--- config.mk ---
export PLATFORM = sky130hd
export DESIGN_NAME = serial_register_access_slave_unit_flat
export DESIGN_NICKNAME = d
export VERILOG_FILES = /design/src/rtl/core/sras_pkg.sv /design/src/rtl/core/sras_if.sv /design/src/rtl/core/sras_regfile.sv /design/src/rtl/core/serial_register_access_slave_unit.sv /design/src/flat_wrapper.sv
export VERILOG_INCLUDE_DIRS = /design/src /design/src/rtl/core
export SDC_FILE = /design/constraint.sdc
export NUM_CORES = 1
export LEC_CHECK = 0
export ABC_AREA = 0
export BUFFER_PORTS_ARGS = -buffer_cell sky130_fd_sc_hd__buf_2
export CAP_MARGIN = 20
export CORE_MARGIN = 2
export CORE_UTILIZATION = 50
export CTS_CLUSTER_SIZE = 12
export DETAILED_ROUTE_END_ITERATION = 12
export PLACE_DENSITY = 0.66
export SYNTH_ARGS = -nofsm -noshare
export SYNTH_HDL_FRONTEND = slang
export SYNTH_HIERARCHICAL = 1
export SYNTH_SLANG_ARGS = --single-unit
--- constraint.sdc ---
create_clock -name clk_i -period 6.05 [get_ports clk_i]
set_clock_uncertainty 0.15 [all_clocks]
set_input_delay 1.21 -clock clk_i [delete_from_list [all_inputs] [get_ports clk_i]]
set_output_delay 1.21 -clock clk_i [all_outputs]
set_load 0.05 [all_outputs]
--- src/rtl/core/assert_macros.svh ---
// Assertion helpers included by serial_register_access_slave_unit.
// Each macro expects clk_i and rst_ni in scope.
`ifndef ASSERT_MACROS_SVH
`define ASSERT_MACROS_SVH

// Check that a property holds at every clock edge outside reset.
`define SRAS_ASSERT(lbl, prop, msg) \
  lbl: assert property (@(posedge clk_i) disable iff (!rst_ni) (prop)) else $error(msg);

// Check that a condition never holds outside reset.
`define SRAS_NEVER(lbl, cond, msg) \
  lbl: assert property (@(posedge clk_i) disable iff (!rst_ni) !(cond)) else $error(msg);

`endif

--- src/rtl/core/sras_pkg.sv ---
// ----------------------------------------------------------------------------
// sras_pkg
// Shared types and constants of the serial register access slave.
// ----------------------------------------------------------------------------
package sras_pkg;

  localparam int unsigned NUM_REGS_DEF = 6;
  localparam int unsigned IDX_W        = 3;
  localparam int unsigned WORD_W       = 32;

  localparam logic [7:0] CMD_READ  = 8'h12;
  localparam logic [7:0] CMD_WRITE = 8'h34;
  localparam logic [7:0] TX_IDLE   = 8'hFF;

  typedef enum logic [1:0] {
    MODE_RX  = 2'd0,
    MODE_REQ = 2'd1,
    MODE_ERR = 2'd2,
    MODE_RSV = 2'd3
  } mode_e;

  typedef enum logic [1:0] {
    PH_CMD   = 2'd0,
    PH_INDEX = 2'd1,
    PH_WDATA = 2'd2,
    PH_RDATA = 2'd3
  } phase_e;

  typedef struct packed {
    logic               we;
    logic [IDX_W-1:0]   waddr;
    logic [WORD_W-1:0]  wdata;
  } wr_req_t;

endpackage

--- src/rtl/core/sras_if.sv ---
// ----------------------------------------------------------------------------
// sras_in_if / sras_out_if
// Valid/ready channels carrying bus events in and responses out.
// ----------------------------------------------------------------------------
interface sras_in_if;
  logic       valid;
  logic       ready;
  logic [1:0] mode;
  logic [7:0] rx_byte;

  modport source (output valid, mode, rx_byte, input ready);
  modport sink   (input valid, mode, rx_byte, output ready);
endinterface

interface sras_out_if;
  logic       valid;
  logic       ready;
  logic [7:0] tx_byte;
  logic       tx_valid;
  logic       accepted;
  logic       write_done;

  modport source (output valid, tx_byte, tx_valid, accepted, write_done, input ready);
  modport sink   (input valid, tx_byte, tx_valid, accepted, write_done, output ready);
endinterface

--- src/rtl/core/sras_regfile.sv ---
// ----------------------------------------------------------------------------
// sras_regfile
// Register file of 32-bit 16.16 words, one write and one read port.
// ----------------------------------------------------------------------------
module sras_regfile #(
  parameter int unsigned NumRegs = sras_pkg::NUM_REGS_DEF
) (
  input  logic                              clk_i,
  input  logic                              rst_ni,
  input  sras_pkg::wr_req_t                 wr_req_i,
  input  logic [sras_pkg::IDX_W-1:0]        raddr_i,
  output logic [sras_pkg::WORD_W-1:0]       rdata_o
);
  import sras_pkg::*;

  logic [WORD_W-1:0] regs_q [NumRegs];

  always_ff @(posedge clk_i or negedge rst_ni) begin
    if (!rst_ni) begin
      for (int i = 0; i < NumRegs; i++) begin
        regs_q[i] <= '0;
      end
    end else if (wr_req_i.we && (32'(wr_req_i.waddr) < NumRegs)) begin
      regs_q[wr_req_i.waddr] <= wr_req_i.wdata;
    end
  end

  // Out-of-range reads return zero; the caller never uses them.
  always_comb begin
    rdata_o = '0;
    for (int i = 0; i < NumRegs; i++) begin
      if (32'(raddr_i) == i) begin
        rdata_o = regs_q[i];
      end
    end
  end

endmodule

--- src/rtl/core/serial_register_access_slave_unit.sv ---
// ----------------------------------------------------------------------------
// serial_register_access_slave_unit
// Slave side of a byte-serial register read/write protocol.
// ----------------------------------------------------------------------------
// Each input transaction is one bus event (received byte, master request for
// the next byte, or bus error) and yields exactly one response transaction.
// A command byte 0x12 (read) or 0x34 (write) opens an exchange, an index byte
// below NumRegs selects a register, then four data bytes move low byte first.
// Anything unexpected restarts the exchange and reports accepted = 0. The
// block takes one event per clock while the response side keeps up: an
// event is held in the input register, and the per-event state update is a
// single pass of logic from there into the response register. The register
// file resets to all zero.
module serial_register_access_slave_unit #(
  parameter int unsigned NumRegs = sras_pkg::NUM_REGS_DEF
) (
  input  logic       clk_i,
  input  logic       rst_ni,
  sras_in_if.sink    in_i,
  sras_out_if.source out_o
);
  import sras_pkg::*;

  // Input register
  logic       in_vld_q;
  logic [1:0] mode_q;
  logic [7:0] rx_q;

  // Response register
  logic       out_vld_q;
  logic [7:0] tx_byte_q, tx_byte_d;
  logic       tx_valid_q, tx_valid_d;
  logic       accepted_q, accepted_d;
  logic       wr_done_q, wr_done_d;

  // Exchange state
  phase_e            phase_q, phase_d;
  logic              is_read_q, is_read_d;
  logic [IDX_W-1:0]  sel_q, sel_d;
  logic [1:0]        bcnt_q, bcnt_d;
  logic [WORD_W-1:0] shift_q, shift_d;

  logic              adv;
  logic              idx_ok;
  logic [WORD_W-1:0] rdata;
  logic [WORD_W-1:0] wr_word;
  wr_req_t           wr_req;

  // Advance the input register into the response register when the
  // response slot is free or being drained this cycle.
  assign adv        = in_vld_q && (!out_vld_q || out_o.ready);
  assign in_i.ready = !in_vld_q || adv;

  always_ff @(posedge clk_i or negedge rst_ni) begin
    if (!rst_ni) begin
      in_vld_q <= 1'b0;
    end else if (in_i.ready) begin
      in_vld_q <= in_i.valid;
    end
  end

  always_ff @(posedge clk_i) begin
    if (in_i.valid && in_i.ready) begin
      mode_q <= in_i.mode;
      rx_q   <= in_i.rx_byte;
    end
  end

  assign idx_ok = (rx_q < 8'(NumRegs));

  // Write word with the current byte lane replaced by the received byte.
  always_comb begin
    wr_word = shift_q;
    unique case (bcnt_q)
      2'd0:    wr_word[7:0]   = rx_q;
      2'd1:    wr_word[15:8]  = rx_q;
      2'd2:    wr_word[23:16] = rx_q;
      default: wr_word[31:24] = rx_q;
    endcase
  end

  sras_regfile #(
    .NumRegs (NumRegs)
  ) u_regfile (
    .clk_i    (clk_i),
    .rst_ni   (rst_ni),
    .wr_req_i (wr_req),
    .raddr_i  (rx_q[IDX_W-1:0]),
    .rdata_o  (rdata)
  );

  // Next-state logic of the exchange.
  always_comb begin
    phase_d   = phase_q;
    is_read_d = is_read_q;
    sel_d     = sel_q;
    bcnt_d    = bcnt_q;
    shift_d   = shift_q;
    unique case (mode_e'(mode_q))
      MODE_RX: begin
        unique case (phase_q)
          PH_CMD: begin
            if (rx_q == CMD_READ || rx_q == CMD_WRITE) begin
              is_read_d = (rx_q == CMD_READ);
              phase_d   = PH_INDEX;
            end else begin
              bcnt_d = 2'd0;
            end
          end
          PH_INDEX: begin
            bcnt_d = 2'd0;
            if (idx_ok) begin
              sel_d = rx_q[IDX_W-1:0];
              if (is_read_q) begin
                shift_d = rdata;
                phase_d = PH_RDATA;
              end else begin
                shift_d = '0;
                phase_d = PH_WDATA;
              end
            end else begin
              phase_d = PH_CMD;
            end
          end
          PH_WDATA: begin
            shift_d = wr_word;
            if (bcnt_q == 2'd3) begin
              phase_d = PH_CMD;
              bcnt_d  = 2'd0;
            end else begin
              bcnt_d = bcnt_q + 2'd1;
            end
          end
          default: begin
            phase_d = PH_CMD;
            bcnt_d  = 2'd0;
          end
        endcase
      end
      MODE_REQ: begin
        if (phase_q == PH_RDATA && bcnt_q != 2'd3) begin
          bcnt_d = bcnt_q + 2'd1;
        end else begin
          phase_d = PH_CMD;
          bcnt_d  = 2'd0;
        end
      end
      default: begin
        // Bus error and the unused mode code drop the exchange.
        phase_d = PH_CMD;
        bcnt_d  = 2'd0;
      end
    endcase
  end

  // Response fields and register write request.
  always_comb begin
    tx_byte_d    = TX_IDLE;
    tx_valid_d   = 1'b0;
    accepted_d   = 1'b0;
    wr_done_d    = 1'b0;
    wr_req.we    = 1'b0;
    wr_req.waddr = sel_q;
    wr_req.wdata = wr_word;
    unique case (mode_e'(mode_q))
      MODE_RX: begin
        unique case (phase_q)
          PH_CMD:   accepted_d = (rx_q == CMD_READ || rx_q == CMD_WRITE);
          PH_INDEX: accepted_d = idx_ok;
          PH_WDATA: begin
            accepted_d = 1'b1;
            if (bcnt_q == 2'd3) begin
              wr_done_d = 1'b1;
              wr_req.we = adv;
            end
          end
          default: accepted_d = 1'b0;
        endcase
      end
      MODE_REQ: begin
        if (phase_q == PH_RDATA) begin
          tx_byte_d  = shift_q[8*bcnt_q +: 8];
          tx_valid_d = 1'b1;
          accepted_d = 1'b1;
        end
      end
      default: accepted_d = 1'b0;
    endcase
  end

  // Commit state and the response only when the event advances.
  always_ff @(posedge clk_i or negedge rst_ni) begin
    if (!rst_ni) begin
      phase_q   <= PH_CMD;
      is_read_q <= 1'b0;
      sel_q     <= '0;
      bcnt_q    <= 2'd0;
      shift_q   <= '0;
    end else if (adv) begin
      phase_q   <= phase_d;
      is_read_q <= is_read_d;
      sel_q     <= sel_d;
      bcnt_q    <= bcnt_d;
      shift_q   <= shift_d;
    end
  end

  always_ff @(posedge clk_i or negedge rst_ni) begin
    if (!rst_ni) begin
      out_vld_q <= 1'b0;
    end else if (adv) begin
      out_vld_q <= 1'b1;
    end else if (out_o.ready) begin
      out_vld_q <= 1'b0;
    end
  end

  always_ff @(posedge clk_i) begin
    if (adv) begin
      tx_byte_q  <= tx_byte_d;
      tx_valid_q <= tx_valid_d;
      accepted_q <= accepted_d;
      wr_done_q  <= wr_done_d;
    end
  end

  assign out_o.valid      = out_vld_q;
  assign out_o.tx_byte    = tx_byte_q;
  assign out_o.tx_valid   = tx_valid_q;
  assign out_o.accepted   = accepted_q;
  assign out_o.write_done = wr_done_q;

  `include "assert_macros.svh"

  `SRAS_ASSERT(a_wr_done_restarts, adv && wr_done_d |=> phase_q == PH_CMD, "write did not restart")
  `SRAS_ASSERT(a_idle_byte, out_vld_q && !tx_valid_q |-> tx_byte_q == TX_IDLE, "idle tx byte not 0xFF")
  `SRAS_NEVER(a_count_in_header, (phase_q == PH_CMD || phase_q == PH_INDEX) && bcnt_q != 2'd0, "byte count not clear before data")
  `SRAS_ASSERT(a_write_needs_phase, wr_req.we |-> phase_q == PH_WDATA && bcnt_q == 2'd3, "register write outside last data byte")

endmodule
--- src/flat_wrapper.sv ---
// flat-port wrapper written by rule: the top's interface ports become plain ports
module serial_register_access_slave_unit_flat import sras_pkg::*;
#(
  parameter int unsigned NumRegs = sras_pkg::NUM_REGS_DEF
)
  (clk_i, rst_ni, in_i_valid, in_i_mode, in_i_rx_byte, in_i_ready, out_o_valid, out_o_tx_byte, out_o_tx_valid, out_o_accepted, out_o_write_done, out_o_ready);
  sras_in_if in_i_i ();
  sras_out_if out_o_i ();
  input  logic clk_i;
  input  logic rst_ni;
  input wire logic [$bits(in_i_i.valid)-1:0] in_i_valid;
  input wire logic [$bits(in_i_i.mode)-1:0] in_i_mode;
  input wire logic [$bits(in_i_i.rx_byte)-1:0] in_i_rx_byte;
  output wire logic [$bits(in_i_i.ready)-1:0] in_i_ready;
  output wire logic [$bits(out_o_i.valid)-1:0] out_o_valid;
  output wire logic [$bits(out_o_i.tx_byte)-1:0] out_o_tx_byte;
  output wire logic [$bits(out_o_i.tx_valid)-1:0] out_o_tx_valid;
  output wire logic [$bits(out_o_i.accepted)-1:0] out_o_accepted;
  output wire logic [$bits(out_o_i.write_done)-1:0] out_o_write_done;
  input wire logic [$bits(out_o_i.ready)-1:0] out_o_ready;
  assign in_i_i.valid = in_i_valid;
  assign in_i_i.mode = in_i_mode;
  assign in_i_i.rx_byte = in_i_rx_byte;
  assign in_i_ready = in_i_i.ready;
  assign out_o_valid = out_o_i.valid;
  assign out_o_tx_byte = out_o_i.tx_byte;
  assign out_o_tx_valid = out_o_i.tx_valid;
  assign out_o_accepted = out_o_i.accepted;
  assign out_o_write_done = out_o_i.write_done;
  assign out_o_i.ready = out_o_ready;
  serial_register_access_slave_unit #(.NumRegs(NumRegs)) u_core (.clk_i(clk_i), .rst_ni(rst_ni), .in_i(in_i_i), .out_o(out_o_i));
endmodule
==> metrics.txt <==
status=completed; CTS tree=yes; CTS max path bufs=3; Pre-Repair DR Iteration Count=5; number of flops mapped to enable cells by yosys=21; share of cells above drive strength 1=40.99%; RePlAce Congestion=0.8308; CP Depth=7; global-route wire length before repair=47.42 mm; Slew Limit Fails=0; cts-stage hold buffer count=0; Final Hold Fails=0; Setup TNS=0 ns; Root Buffer=clkbuf_16; worst vdd ir=0.1835 mV; drt drc=0; crit path capture type=flop; synthesized area=12060 µm²; sequential area share after synthesis=53.79%; CP max FO=17; Buf+Inv Stages, Crit Path=1; Post-Synthesis Cells=864; Final WS setup=2.480 ns; RSZ-0062 raised after global routing=no; largest family of logic cells by synthesized area=multiplexers; Chip Width=159.3 µm; io pins=27; Synth top cells by count=mux2_2, dfrtp_1, o21ai_0; final setup violating endpoints=0; Simple-Gate Fraction of Synth Area=5.115%; Finished Layout Cells=1207; top-count cell post-synth=mux2_2; DRT iter0 DRCs=511; Lkg Pwr=0.006178 µW; Routed WL=29.81 mm; Primary FF master, synth=dfrtp_1; ANT cells=0; final period utilization=59.00%; Rel. slew slack=23.85%; max-cap viol count=0; Min-Delay Path Depth=1; die area=25380 µm²; largest net degree at the start of global routing=119; asr flop ratio synth=91.76%; post-synth top area cell=dfrtp_1; starting density of the core=51.22%; WP data required=6.32 ns; Slew @ Worst Pin=1.138 ns; synth unique cells=58; GRT Residual Overflow=0; quantity of I/O buffers inserted on ports=26; PostCTS Resize Cnt=0; synth top area cells=dfrtp_1, mux2_2, edfxtp_1; DR vias=7785; CP Launch Type=flop; die height=159.3 µm; critical path's slowest cell=nor3_4; H-tree depth=1; post-route minimum period=3.570 ns; xor and xnor area share after synthesis=0.07263%; syn avg cell area=13.96 µm²; Arr. time, crit path=3.84 ns; overall global routing resource usage=23.41%; TritonCTS Buffers=28; vias in the first global route=8294; vias per cell=6.450; post-CTS setup buffer count=0; Syn-to-layout area delta=9.463%; mux contribution to synthesized area=25.86%; HPWL Detailed=16.91 mm; syn_nets=882; min-delay worst type=flop to flop; initial antenna violation count=0; Top Family by Delay on Critical Path=simple AND/OR/NAND/NOR gates; share of the synthesized area in the top cell type=48.56%; Synth Area in Adders=0.4150%; antenna viol nets, final=0; Worst R2R Path Depth=7; worst-path cell chain=nor2_1, and3_2, and3_1, nand2b_1, nor3_4, buf_4, mux2_2; clock slew at reported path FFs=0.06 ns; core area=23540 µm²; dpl cells=1158; Yosys warnings=6; PD cells=264.1 nW/µm²; max incr delay on CP=0.87 ns; Nets=887; compound-cell area share of the yosys netlist=11.15%; FMAX=0.2802 GHz; FF+latch count, synth=255; detailed-route wire length per cell=24.70 µm; Clock Sinks=255; critical path type=flop to flop; placement row count=56; worst-skew pair later-pin latency=0.56 ns; Place WS=2.048 ns
path summary, 6_finish.rpt:
path	startpoint	end	slack, ns
worst max-delay path	u_core/mode_q[0]$_DFFE_PP_	u_core/u_regfile/regs_q[184]$_DFFE_PN0P_	2.48
worst min-delay path	u_core/u_regfile/regs_q[132]$_DFFE_PN0P_	u_core/u_regfile/regs_q[132]$_DFFE_PN0P_	0.34
worst max register to register	u_core/mode_q[0]$_DFFE_PP_	u_core/u_regfile/regs_q[184]$_DFFE_PN0P_	2.48
worst min register to register	u_core/u_regfile/regs_q[132]$_DFFE_PN0P_	u_core/u_regfile/regs_q[132]$_DFFE_PN0P_	0.34
max in group asynchronous	rst_ni	u_core/u_regfile/regs_q[151]$_DFFE_PN0P_	3.98
min in group asynchronous	rst_ni	u_core/in_vld_q$_DFFE_PN0N_	0.53
registers in the layout (all words and copies together), names as in the netlist, 2 cells and up:
register                 flops
u_core/out_o.tx_byte         8
u_core/bcnt_q                2
u_core/sel_q                 3
u_core/mode_q                2
u_core/rx_q                  8
u_core/u_regfile/regs_q    192
u_core/shift_q              32
u_core/phase_q               2
layer usage:
| layer | vias to the layer above | wire (µm) | GRT usage [%] |
|---|---|---|---|
| met2 | 237 | 14250 | 38.66 |
| met4 | 0 | 668 | 6.942 |
| li1 | 3359 | - | - |
| met1 | 4137 | 13230 | 32.05 |
| met3 | 52 | 1668 | 3.933 |
| met5 | - | 0 | 0 |
where the power goes:
part	leakage, µW	internal, µW	switching (µW)
Clock	0.000408	904	659
Combinational	0.00233	47.2	130
Sequential	0.00344	1730	11.2
cell type report:
| cell class | count | area [µm²] |
|---|---|---|
| fill | 1910 | 10340 |
| sequential | 255 | 6486 |
| multi-input combinational | 532 | 5157 |
| clock buffer | 45 | 804.5 |
| tap | 319 | 399.1 |
| timing repair buffer | 44 | 287.8 |
| clock inverter | 4 | 35.03 |
| inverter | 8 | 30.03 |
stage by stage:
step / area [µm²] / hold slack, ns / utilization [%] / total power (µW)
6_report: 13200 / 0.3369 / 56.07 / 3486
5_1_grt: 13200 / 0.3579 / 56.07 / 3607
4_1_cts: 13200 / 0.3420 / 56.07 / 3518
3_5_place_dp: 12360 / 0.3297 / 52.50 / 1952
3_3_place_gp: 12360 / 0.3151 / 52.50 / 1947
2_1_floorplan: 12060 / 0.3041 / - / 1872
placed cells by master, fill, tap and decap left out, types with 6 or more instances in the layout:
cell / count
dfrtp_1: 234
o32ai_1: 32
mux2_2: 254
o21ai_0: 34
clkbuf_16: 28
or2_2: 9
a221o_1: 30
inv_1: 6
nand2b_1: 6
buf_2: 25
buf_4: 17
clkbuf_1: 13
mux2_1: 6
mux4_2: 8
a221oi_1: 32
o22ai_1: 32
and2b_1: 30
edfxtp_1: 21
logic make-up (layout without fill, tap and decap cells):
kind of cell | after synthesis | count (layout)
DFF | 255 | 255
buffers and inverters | 77 | 101
xor gates and xnor gates | 1 | 1
AOI/OAI and AO/OA | 173 | 173
adders and majority gates | 4 | 4
and+or+nand+nor | 85 | 85
muxes | 269 | 269
(Power assumes the default switching activity.)
